[config.mk]
export PLATFORM = sky130hd
export DESIGN_NAME = exchange_sort_list
export DESIGN_NICKNAME = d
export VERILOG_FILES = /design/src/hdl/esl_pkg.sv /design/src/hdl/exchange_sort_list.sv /design/src/hdl/esl_front.sv /design/src/hdl/esl_queue.sv /design/src/hdl/esl_back.sv
export SDC_FILE = /design/constraint.sdc
export NUM_CORES = 1
export LEC_CHECK = 0
export ABC_AREA = 0
export BUFFER_PORTS_ARGS = -buffer_cell sky130_fd_sc_hd__buf_2
export CORE_MARGIN = 2
export CORE_UTILIZATION = 61
export CTS_BUF_LIST = sky130_fd_sc_hd__clkbuf_8
export DETAILED_ROUTE_END_ITERATION = 7
export MAX_ROUTING_LAYER = met4
export PLACE_DENSITY = 0.78
export SYNTH_ARGS = -nofsm -noshare
export SYNTH_HDL_FRONTEND = slang
export SYNTH_HIERARCHICAL = 1
export SYNTH_SLANG_ARGS = --single-unit
export TNS_END_PERCENT = 5
[constraint.sdc]
create_clock -name clk -period 6.37 [get_ports clk]
set_clock_uncertainty 0.2 [all_clocks]
set_input_delay 1.5925 -clock clk [delete_from_list [all_inputs] [get_ports clk]]
set_output_delay 1.5925 -clock clk [all_outputs]
set_load 0.01 [all_outputs]
[src/hdl/esl_pkg.sv]
// ----------------------------------------------------------------------------
// esl_pkg
// Shared types for the exchange sort list: input item, result item and the
// command that travels from the front part to the back part.
// ----------------------------------------------------------------------------
package esl_pkg;

	localparam int ValueW = 32;

	typedef struct packed {
		logic signed [ValueW-1:0] value;
		logic                     last;
	} item_t;

	typedef struct packed {
		logic signed [ValueW-1:0] value_res;
		logic                     last_res;
		logic                     dropped;
	} result_t;

	typedef struct packed {
		logic  append;
		logic  overflow;
		item_t item;
	} cmd_t;

endpackage

[src/hdl/exchange_sort_list.sv]
// ----------------------------------------------------------------------------
// exchange_sort_list
// Collects a set of signed values and returns them sorted ascending.
// ----------------------------------------------------------------------------
// Items are taken while the queue is not full. On the item marked last, a set
// of n values is sorted in the back part, one compare per cycle through the
// single write port and single read port of the store, and the n results then
// leave one by one through the output register. A two-entry queue lets new
// items be taken while the back part is still busy with the previous set.
module exchange_sort_list import esl_pkg::*; #(
	parameter int CAPACITY = 16
) (
	input  logic    clk,
	input  logic    arst_n,
	input  logic    item_valid,
	output logic    item_stall,
	input  item_t   item,
	output logic    result_valid,
	input  logic    result_stall,
	output result_t result
);

	logic q_push;
	logic q_pop;
	logic q_full;
	logic q_empty;
	cmd_t q_in;
	cmd_t q_out;

	esl_front #(.CAPACITY(CAPACITY)) u_front (
		.clk        (clk),
		.arst_n     (arst_n),
		.item_valid (item_valid),
		.item_stall (item_stall),
		.item       (item),
		.q_full     (q_full),
		.q_push     (q_push),
		.q_cmd      (q_in)
	);

	esl_queue u_queue (
		.clk    (clk),
		.arst_n (arst_n),
		.push   (q_push),
		.din    (q_in),
		.pop    (q_pop),
		.dout   (q_out),
		.full   (q_full),
		.empty  (q_empty)
	);

	esl_back #(.CAPACITY(CAPACITY)) u_back (
		.clk          (clk),
		.arst_n       (arst_n),
		.q_empty      (q_empty),
		.q_cmd        (q_out),
		.q_pop        (q_pop),
		.result_valid (result_valid),
		.result_stall (result_stall),
		.result       (result)
	);

endmodule

[src/hdl/esl_front.sv]
// ----------------------------------------------------------------------------
// esl_front
// Accepts input items and classifies each one as stored or dropped, keeping
// the fill count and the overflow flag of the current set.
// ----------------------------------------------------------------------------
module esl_front import esl_pkg::*; #(
	parameter int CAPACITY = 16
) (
	input  logic  clk,
	input  logic  arst_n,
	input  logic  item_valid,
	output logic  item_stall,
	input  item_t item,
	input  logic  q_full,
	output logic  q_push,
	output cmd_t  q_cmd
);

	localparam int CW = $clog2(CAPACITY + 1);

	logic [CW-1:0] count_q;
	logic          ovf_q;
	logic          has_room;

	assign has_room   = count_q < CW'(CAPACITY);
	assign item_stall = q_full;
	assign q_push     = item_valid && !q_full;

	always_comb begin
		q_cmd.append   = has_room;
		q_cmd.overflow = ovf_q || !has_room;
		q_cmd.item     = item;
	end

	always_ff @(posedge clk or negedge arst_n) begin
		if (!arst_n) begin
			count_q <= '0;
			ovf_q   <= 1'b0;
		end else if (q_push) begin
			if (item.last) begin
				count_q <= '0;
				ovf_q   <= 1'b0;
			end else if (has_room) begin
				count_q <= count_q + CW'(1);
			end else begin
				ovf_q <= 1'b1;
			end
		end
	end

endmodule

[src/hdl/esl_queue.sv]
// ----------------------------------------------------------------------------
// esl_queue
// Two-entry command queue between the front part and the back part.
// ----------------------------------------------------------------------------
module esl_queue import esl_pkg::*; (
	input  logic clk,
	input  logic arst_n,
	input  logic push,
	input  cmd_t din,
	input  logic pop,
	output cmd_t dout,
	output logic full,
	output logic empty
);

	cmd_t       entry_q [2];
	logic       wp_q;
	logic       rp_q;
	logic [1:0] cnt_q;

	assign full  = cnt_q == 2'd2;
	assign empty = cnt_q == 2'd0;
	assign dout  = entry_q[rp_q];

	always_ff @(posedge clk) begin
		if (push) begin
			entry_q[wp_q] <= din;
		end
	end

	always_ff @(posedge clk or negedge arst_n) begin
		if (!arst_n) begin
			wp_q  <= 1'b0;
			rp_q  <= 1'b0;
			cnt_q <= '0;
		end else begin
			if (push) begin
				wp_q <= !wp_q;
			end
			if (pop) begin
				rp_q <= !rp_q;
			end
			case ({push, pop})
				2'b10:   cnt_q <= cnt_q + 2'd1;
				2'b01:   cnt_q <= cnt_q - 2'd1;
				default: cnt_q <= cnt_q;
			endcase
		end
	end

	a_no_overrun: assert property (@(posedge clk) disable iff (!arst_n) push |-> !full)
		else $error("Queue written while full.");
	a_no_underrun: assert property (@(posedge clk) disable iff (!arst_n) pop |-> !empty)
		else $error("Queue read while empty.");

endmodule

[src/hdl/esl_back.sv]
// ----------------------------------------------------------------------------
// esl_back
// Stores appended values in a local memory, sorts a closed set ascending by
// exchange sort and sends the sorted values through an output register.
// ----------------------------------------------------------------------------
module esl_back import esl_pkg::*; #(
	parameter int CAPACITY = 16
) (
	input  logic    clk,
	input  logic    arst_n,
	input  logic    q_empty,
	input  cmd_t    q_cmd,
	output logic    q_pop,
	output logic    result_valid,
	input  logic    result_stall,
	output result_t result
);

	localparam int CW = $clog2(CAPACITY + 1);
	localparam int IW = (CAPACITY > 1) ? $clog2(CAPACITY) : 1;

	localparam logic [2:0] S_LOAD = 3'd0;
	localparam logic [2:0] S_RDI  = 3'd1;
	localparam logic [2:0] S_LDI  = 3'd2;
	localparam logic [2:0] S_CMP  = 3'd3;
	localparam logic [2:0] S_WRI  = 3'd4;
	localparam logic [2:0] S_ORD  = 3'd5;
	localparam logic [2:0] S_OLD  = 3'd6;

	logic signed [ValueW-1:0] mem [CAPACITY];
	logic signed [ValueW-1:0] rdata_q;
	logic signed [ValueW-1:0] cur_q;
	logic signed [ValueW-1:0] wr_data;
	logic [2:0]               state_q;
	logic [CW-1:0]            wcnt_q;
	logic [CW-1:0]            n_q;
	logic [CW-1:0]            i_q;
	logic [CW-1:0]            j_q;
	logic [CW-1:0]            k_q;
	logic                     drop_q;
	logic                     rd_en;
	logic [CW-1:0]            rd_addr;
	logic                     wr_en;
	logic [CW-1:0]            wr_addr;
	logic                     out_load;
	logic                     out_vld_q;
	result_t                  out_q;
	logic                     swap;

	assign q_pop        = (state_q == S_LOAD) && !q_empty;
	assign out_load     = !out_vld_q || !result_stall;
	assign swap         = cur_q > rdata_q;
	assign result_valid = out_vld_q;
	assign result       = out_q;

	always_comb begin
		rd_en   = 1'b0;
		rd_addr = i_q;
		wr_en   = 1'b0;
		wr_addr = j_q;
		wr_data = cur_q;
		unique case (state_q)
			S_LOAD: begin
				wr_en   = q_pop && q_cmd.append;
				wr_addr = wcnt_q;
				wr_data = q_cmd.item.value;
			end
			S_RDI: begin
				rd_en = 1'b1;
			end
			S_LDI: begin
				rd_en   = 1'b1;
				rd_addr = i_q + CW'(1);
			end
			S_CMP: begin
				wr_en   = swap;
				rd_en   = (j_q + CW'(1)) < n_q;
				rd_addr = j_q + CW'(1);
			end
			S_WRI: begin
				wr_en   = 1'b1;
				wr_addr = i_q;
				rd_en   = (i_q + CW'(2)) < n_q;
				rd_addr = i_q + CW'(1);
			end
			S_ORD: begin
				rd_en   = 1'b1;
				rd_addr = k_q;
			end
			default: begin
				rd_en = 1'b0;
			end
		endcase
	end

	always_ff @(posedge clk) begin
		if (wr_en) begin
			mem[wr_addr[IW-1:0]] <= wr_data;
		end
		if (rd_en) begin
			rdata_q <= mem[rd_addr[IW-1:0]];
		end
	end

	always_ff @(posedge clk) begin
		if (state_q == S_LDI) begin
			cur_q <= rdata_q;
		end else if (state_q == S_CMP && swap) begin
			cur_q <= rdata_q;
		end
		if (state_q == S_OLD && out_load) begin
			out_q.value_res <= rdata_q;
			out_q.last_res  <= (k_q + CW'(1)) == n_q;
			out_q.dropped   <= drop_q;
		end
	end

	always_ff @(posedge clk or negedge arst_n) begin
		if (!arst_n) begin
			state_q   <= S_LOAD;
			wcnt_q    <= '0;
			n_q       <= '0;
			i_q       <= '0;
			j_q       <= '0;
			k_q       <= '0;
			drop_q    <= 1'b0;
			out_vld_q <= 1'b0;
		end else begin
			if (state_q == S_OLD && out_load) begin
				out_vld_q <= 1'b1;
			end else if (!result_stall) begin
				out_vld_q <= 1'b0;
			end
			unique case (state_q)
				S_LOAD: begin
					if (q_pop) begin
						if (q_cmd.item.last) begin
							n_q    <= wcnt_q + CW'(q_cmd.append);
							drop_q <= q_cmd.overflow;
							wcnt_q <= '0;
							i_q    <= '0;
							k_q    <= '0;
							if ((wcnt_q + CW'(q_cmd.append)) == CW'(1)) begin
								state_q <= S_ORD;
							end else begin
								state_q <= S_RDI;
							end
						end else if (q_cmd.append) begin
							wcnt_q <= wcnt_q + CW'(1);
						end
					end
				end
				S_RDI: begin
					state_q <= S_LDI;
				end
				S_LDI: begin
					j_q     <= i_q + CW'(1);
					state_q <= S_CMP;
				end
				S_CMP: begin
					if ((j_q + CW'(1)) < n_q) begin
						j_q <= j_q + CW'(1);
					end else begin
						state_q <= S_WRI;
					end
				end
				S_WRI: begin
					if ((i_q + CW'(2)) < n_q) begin
						i_q     <= i_q + CW'(1);
						state_q <= S_LDI;
					end else begin
						state_q <= S_ORD;
					end
				end
				S_ORD: begin
					state_q <= S_OLD;
				end
				S_OLD: begin
					if (out_load) begin
						if ((k_q + CW'(1)) == n_q) begin
							state_q <= S_LOAD;
						end else begin
							k_q     <= k_q + CW'(1);
							state_q <= S_ORD;
						end
					end
				end
				default: begin
					state_q <= S_LOAD;
				end
			endcase
		end
	end

	a_fill_bound: assert property (@(posedge clk) disable iff (!arst_n)
		wcnt_q <= CW'(CAPACITY))
		else $error("Fill count exceeds the store size.");
	a_pair_order: assert property (@(posedge clk) disable iff (!arst_n)
		(state_q == S_CMP) |-> (j_q > i_q) && (j_q < n_q))
		else $error("Compare pair out of order or out of range.");
	a_emit_range: assert property (@(posedge clk) disable iff (!arst_n)
		(state_q == S_OLD) |-> (k_q < n_q))
		else $error("Emit index beyond the set size.");

endmodule

; ---- Word level (Yosys, flattened, before mapping)
; Memory sizes are Yosys's and may differ from the RTL's. A register that Yosys moved wholly into a read port is not among the register bits.
; Cells that the tools add are included.
[word_totals]
output_inout_bits = 36
in_bits = 37
mem_bits_rw = 582
reg_bits = 106
memories = 2
wordCells = 122
[classes]
mux = 37
reduce_logical = 33
addsub = 9
n_eq_ne = 20
n_lt_le_gt_ge = 4
[mem_list]
columns = name, depth, width, read_ports, rd_ports_with_merged_regs, wr, line_no
row1 = u_back.mem, 16, 32, 1, 1, 1, esl_back.sv:30  ; logic signed [ValueW-1:0] mem [CAPACITY];
row2 = u_queue.entry_q, 2, 35, 1, 0, 1, esl_queue.sv:16  ; cmd_t entry_q [2];
[ops]
columns = operator, count
row1 = $mux 32, 3
row2 = $mux 5, 10
row3 = $gt 32x32->1, 1
row4 = $pmux 5 s2, 3
row5 = $add 5x1->5 const B, 5
row6 = $mux 3, 7
row7 = $pmux 3 s7, 1
row8 = $reduce_bool 2->1, 7
row9 = $pmux 4 s3, 1
row10 = $lt 5x5->1, 2
row11 = $ne 2x1->1 const B, 5
row12 = $eq 3x3->1 const B, 3
row13 = $mux 1, 8
row14 = $ne 2x2->1 const B, 4
row15 = $pmux 4 s2, 1
row16 = $reduce_and 4->1, 2
row17 = $logic_not 1->1, 7
row18 = $eq 3x2->1 const B, 2
row19 = $pmux 1 s3, 2
row20 = $reduce_and 2->1, 3
row21 = $reduce_and 3->1, 2
row22 = $add 5x1->5, 1
row23 = $add 5x2->5 const B, 1
row24 = $eq 5x1->1 const B, 1
row25 = other kinds (15), 21

; ---- Logic depth before layout (Yosys ltp)
[logic_depth]
word_depth = 7
depth_mapped = 11
mapped_depth_nobuf = 10

; ---- Modules after synthesis
; Netlist, hierarchy kept.
[modules_own_cells]
columns = mod, cells_per_inst, seq_area_each_um2, n_inst, area_per_inst_um2
row1 = esl_back, 1806, 19068.3, 1, 26345.3
row2 = esl_queue, 125, 2202.1, 1, 2860.2
row3 = esl_front, 68, 150.1, 1, 578.1

; ---- Worst setup path before layout
; OpenSTA, ideal clock, no wires.
[synth_timing]
path_kind = register to register
from = register u_back.rdata_q[30] (read register of u_back.mem)
to = memory u_back.mem[11][0], enable pin
path_buffers = 0
setup_time_ns = 0.470
path_stages_with_launch = 10
period_less_slack_ns = 4.961
arrival_time_ns = 4.291
path_slack_ns = 1.409
t_required_ns = 5.700
path_cell_list = edfxtp_1 -> inv_1 -> ha_1 -> a21oi_1 -> nand2_1 -> a221o_1 -> a211o_1 -> a21oi_1 -> mux2i_1 -> a211oi_1
[synth_via]
elab_chain_cells = 4
[synth_rtl]
columns = item, line_no
row1 = "start, declared", esl_back.sv:31  ; logic signed [ValueW-1:0] rdata_q;
row2 = $gt 32x32->1, esl_back.sv:52  ; assign swap = cur_q > rdata_q;
row3 = $pmux 1 s3, esl_back.sv:62  ; unique case (state_q)
row4 = $mux 1, esl_back.sv:97  ; if (wr_en) begin
row5 = $mux 1 (not written as such), esl_back.sv:98  ; mem[wr_addr[IW-1:0]] <= wr_data;
row6 = "end, declared", esl_back.sv:30
; No other way between the ends.

; ---- Final worst setup path
[layout_timing]
from = register u_back.rdata_q[10] (read register of u_back.mem)
to = memory u_back.mem[5][10], enable pin
; Same word-level chain as after synthesis.

==> results.yml <==
cts:
  cts_buffers: 111
  holdBufCountCts: 0
  clock_latency_ns: 0.72
  cts_tree: "done"
  cts-root-buf: "clkbuf_8"
  path_clk_slew_ns: 0.06
  cts_resized: 0
  clockBufferDepth: 3
  htree_levels: 3
  cts_sinks: 720
  cts_setup_buffers: 0
grt:
  track_usage_pct: 29.5
  grt_max_degree: 69
  grt_overflow: 0
  grt_pass1_wl_um: 107000
  first_global_vias: 17700
  antenna_found_initial: 5
cells_and_area:
  nets: 2176
  area_growth_pct: 10.3
  final_cells: 2786
  layout-drive-gt1-share_pct: 17.2
placement:
  place_hpwl_um: 42500
  gp_congestion: 0.916
  dp_cells: 2592
  io_buffers: 72
drt:
  drt-vias-per-instance: 6.37
  vias: 17800
  wl_per_cell_um: 25.6
  drt_iter0_drc: 2294
  drc: 0
  antenna_left: 0
  dr.pass1.iters: 6
  drt-total-wl_um: 71300
synthesis:
  synth_edf_count: 680
  synth_compound_area_share_pct: 6.18
  seq_area_frac_synth_pct: 71.9
  avgSynthCellArea_um2: 14.9
  synth_cell_types: 71
  synth_nets: 2085
  synthAdderAreaFrac_pct: 2.06
  synth-xor-area-share_pct: 0.798
  netlist_area_um2: 29800
  synth_top_family_by_area: "simple AND/OR/NAND/NOR gates"
  async_flop_share_pct: 5.56
  ys_seq_elements: 720
  yosys.area_share.simple_pct: 8.23
  syn_inst: 1999
  ys_warn_count: 6
  synthFlopType: "edfxtp_1"
  synth_mux_area_share_pct: 7.50
worst_setup_path:
  worstPathRequired_ns: 6.46
  cp-end-kind: "flop"
  worstPathMaxFanout: 32
  cp_data_arrival_time_ns: 4.86
  regToRegSetupSlack_ns: 1.60
  crit_path_start_kind: "flop"
  path_class: "flop to flop"
sta:
  slew_headroom_pct: 7.02
  fin_crit_sh_pct: 74.8
  hold_ws_ns: 0.248
  worst_pin_slew_ns: 1.39
  setup_viol: 0
  rsz0062_at_grt: "no"
  min_period_ns: 4.77
  fin_tns_setup_ns: 0
  slew_viol_final: 0
  hold_violations: 0
  fmax_mhz: 210
floorplan:
  die_area_um2: 50600
  core_region_area_um2: 47900
  dieHeight_um: 225
  die_w_um: 225
  rows: 80
  start_util_pct: 62.1
  ios: 73
flow_run:
  maxCapViolations: 0
worst_hold_path:
  hp-class: "flop to flop"
status:
  status: "completed"
[worst max-delay path, cell delays in order, from the launching register on]
cell	delay (ns)
edfxtp_1	0.49
inv_1	0.08
ha_1	0.33
nand4_1	0.19
nor4_1	0.76
a21bo_2	0.31
o211ai_1	0.15
a21oi_1	0.18
mux2i_4	0.25
buf_4	0.31
a21oi_4	1.11
[synthesized netlist by cell type (4+ instances only)]
library cell,number,share of area [%]
a211oi_1,5,0.13
a21o_1,7,0.18
a21oi_1,51,0.86
a222oi_1,31,1.0
a31oi_1,4,0.084
a32oi_1,31,0.91
and2_1,5,0.11
and3_1,5,0.11
buf_1,10,0.13
buf_2,30,0.50
buf_4,45,1.1
clkbuf_1,46,0.58
dfrtp_1,40,3.4
edfxtp_1,680,69
ha_1,49,2.1
inv_1,49,0.62
mux2_2,41,1.6
mux2_4,29,1.5
mux2i_1,129,4.3
nand2_1,251,3.2
nand2b_1,7,0.15
nand3_1,89,1.5
nand4_1,39,0.82
nor2_1,126,1.6
nor2b_1,7,0.15
o211ai_1,39,0.98
o21ai_0,25,0.42
o21ai_1,35,0.59
o31ai_1,4,0.10
xnor2_1,10,0.29
xor2_1,14,0.41
[state kept, by name (all words and copies together), names as in the netlist, 32 cells and up]
signal and count:
u_back/mem 512, u_back/rdata_q 32, u_queue/entry_q 70, u_back/cur_q 32
u_back/result 34
[metal layers]
layer | share of wire, % | global-route usage (%)
met1 | 39 | 39.8
met2 | 47 | 45.2
met3 | 11 | 5.74
met4 | 3.0 | 11.3
met5 | 0 | -
[layout by cell type, fill, tap and decap left out, types with 14 or more instances in the layout]
| cell | n |
|---|---|
| a21oi_1 | 36 |
| a21oi_4 | 15 |
| a222oi_1 | 31 |
| a32oi_1 | 31 |
| buf_2 | 72 |
| buf_4 | 44 |
| clkbuf_8 | 118 |
| dfrtp_1 | 39 |
| edfxtp_1 | 680 |
| ha_1 | 49 |
| inv_1 | 88 |
| mux2_2 | 41 |
| mux2_4 | 29 |
| mux2i_1 | 128 |
| nand2_1 | 251 |
| nand3_1 | 89 |
| nand4_1 | 39 |
| nor2_1 | 121 |
| o211ai_1 | 39 |
| o21ai_0 | 23 |
| o21ai_1 | 35 |
| xor2_1 | 14 |
[final cells by class]
class                      count  area, um^2
antenna                        1        2.50
clock buffer                 118        1620
clock inverter                75         457
fill                        3081       15100
inverter                      50         188
multi-input combinational   1091        7690
sequential                   720       21400
tap                          615         769
timing repair buffer         116         691
[logic make-up after synthesis]
| kind of cell | after synthesis |
|---|---|
| XOR/XNOR | 25 |
| adder cells (fa/ha/maj) | 49 |
| multiplexers | 201 |
| AO/OA/AOI/OAI | 261 |
| flip-flops | 720 |
| buffers and inverters | 188 |
| AND/OR/NAND/NOR | 555 |
[per-stage QoR]
stage               instance area, um^2  setup WS, ns  util, %
finish                            32800          1.60     68.5
global route                      32800          1.58     68.5
CTS                               32800          1.62     68.5
detailed placement                30800          1.69     64.1
global placement                  30800          1.68     64.1
floorplan                         29800          1.41        -
[path summary, 6_finish.rpt]
kind	from	endpoint	cells after the start
max	u_back/rdata_q[10]	u_back/mem[5][10]	10
max in group asynchronous	arst_n	u_queue/rp_q	1
min	u_back/drop_q	u_back/result[0]	0
max reg2reg	u_back/rdata_q[10]	u_back/mem[5][10]	10
min in group asynchronous	arst_n	u_back/result_valid	1
min reg2reg	u_back/drop_q	u_back/result[0]	0
Power is not shown: default switching activity piles up to over one toggle a cycle in this logic, so the estimate is an artifact.
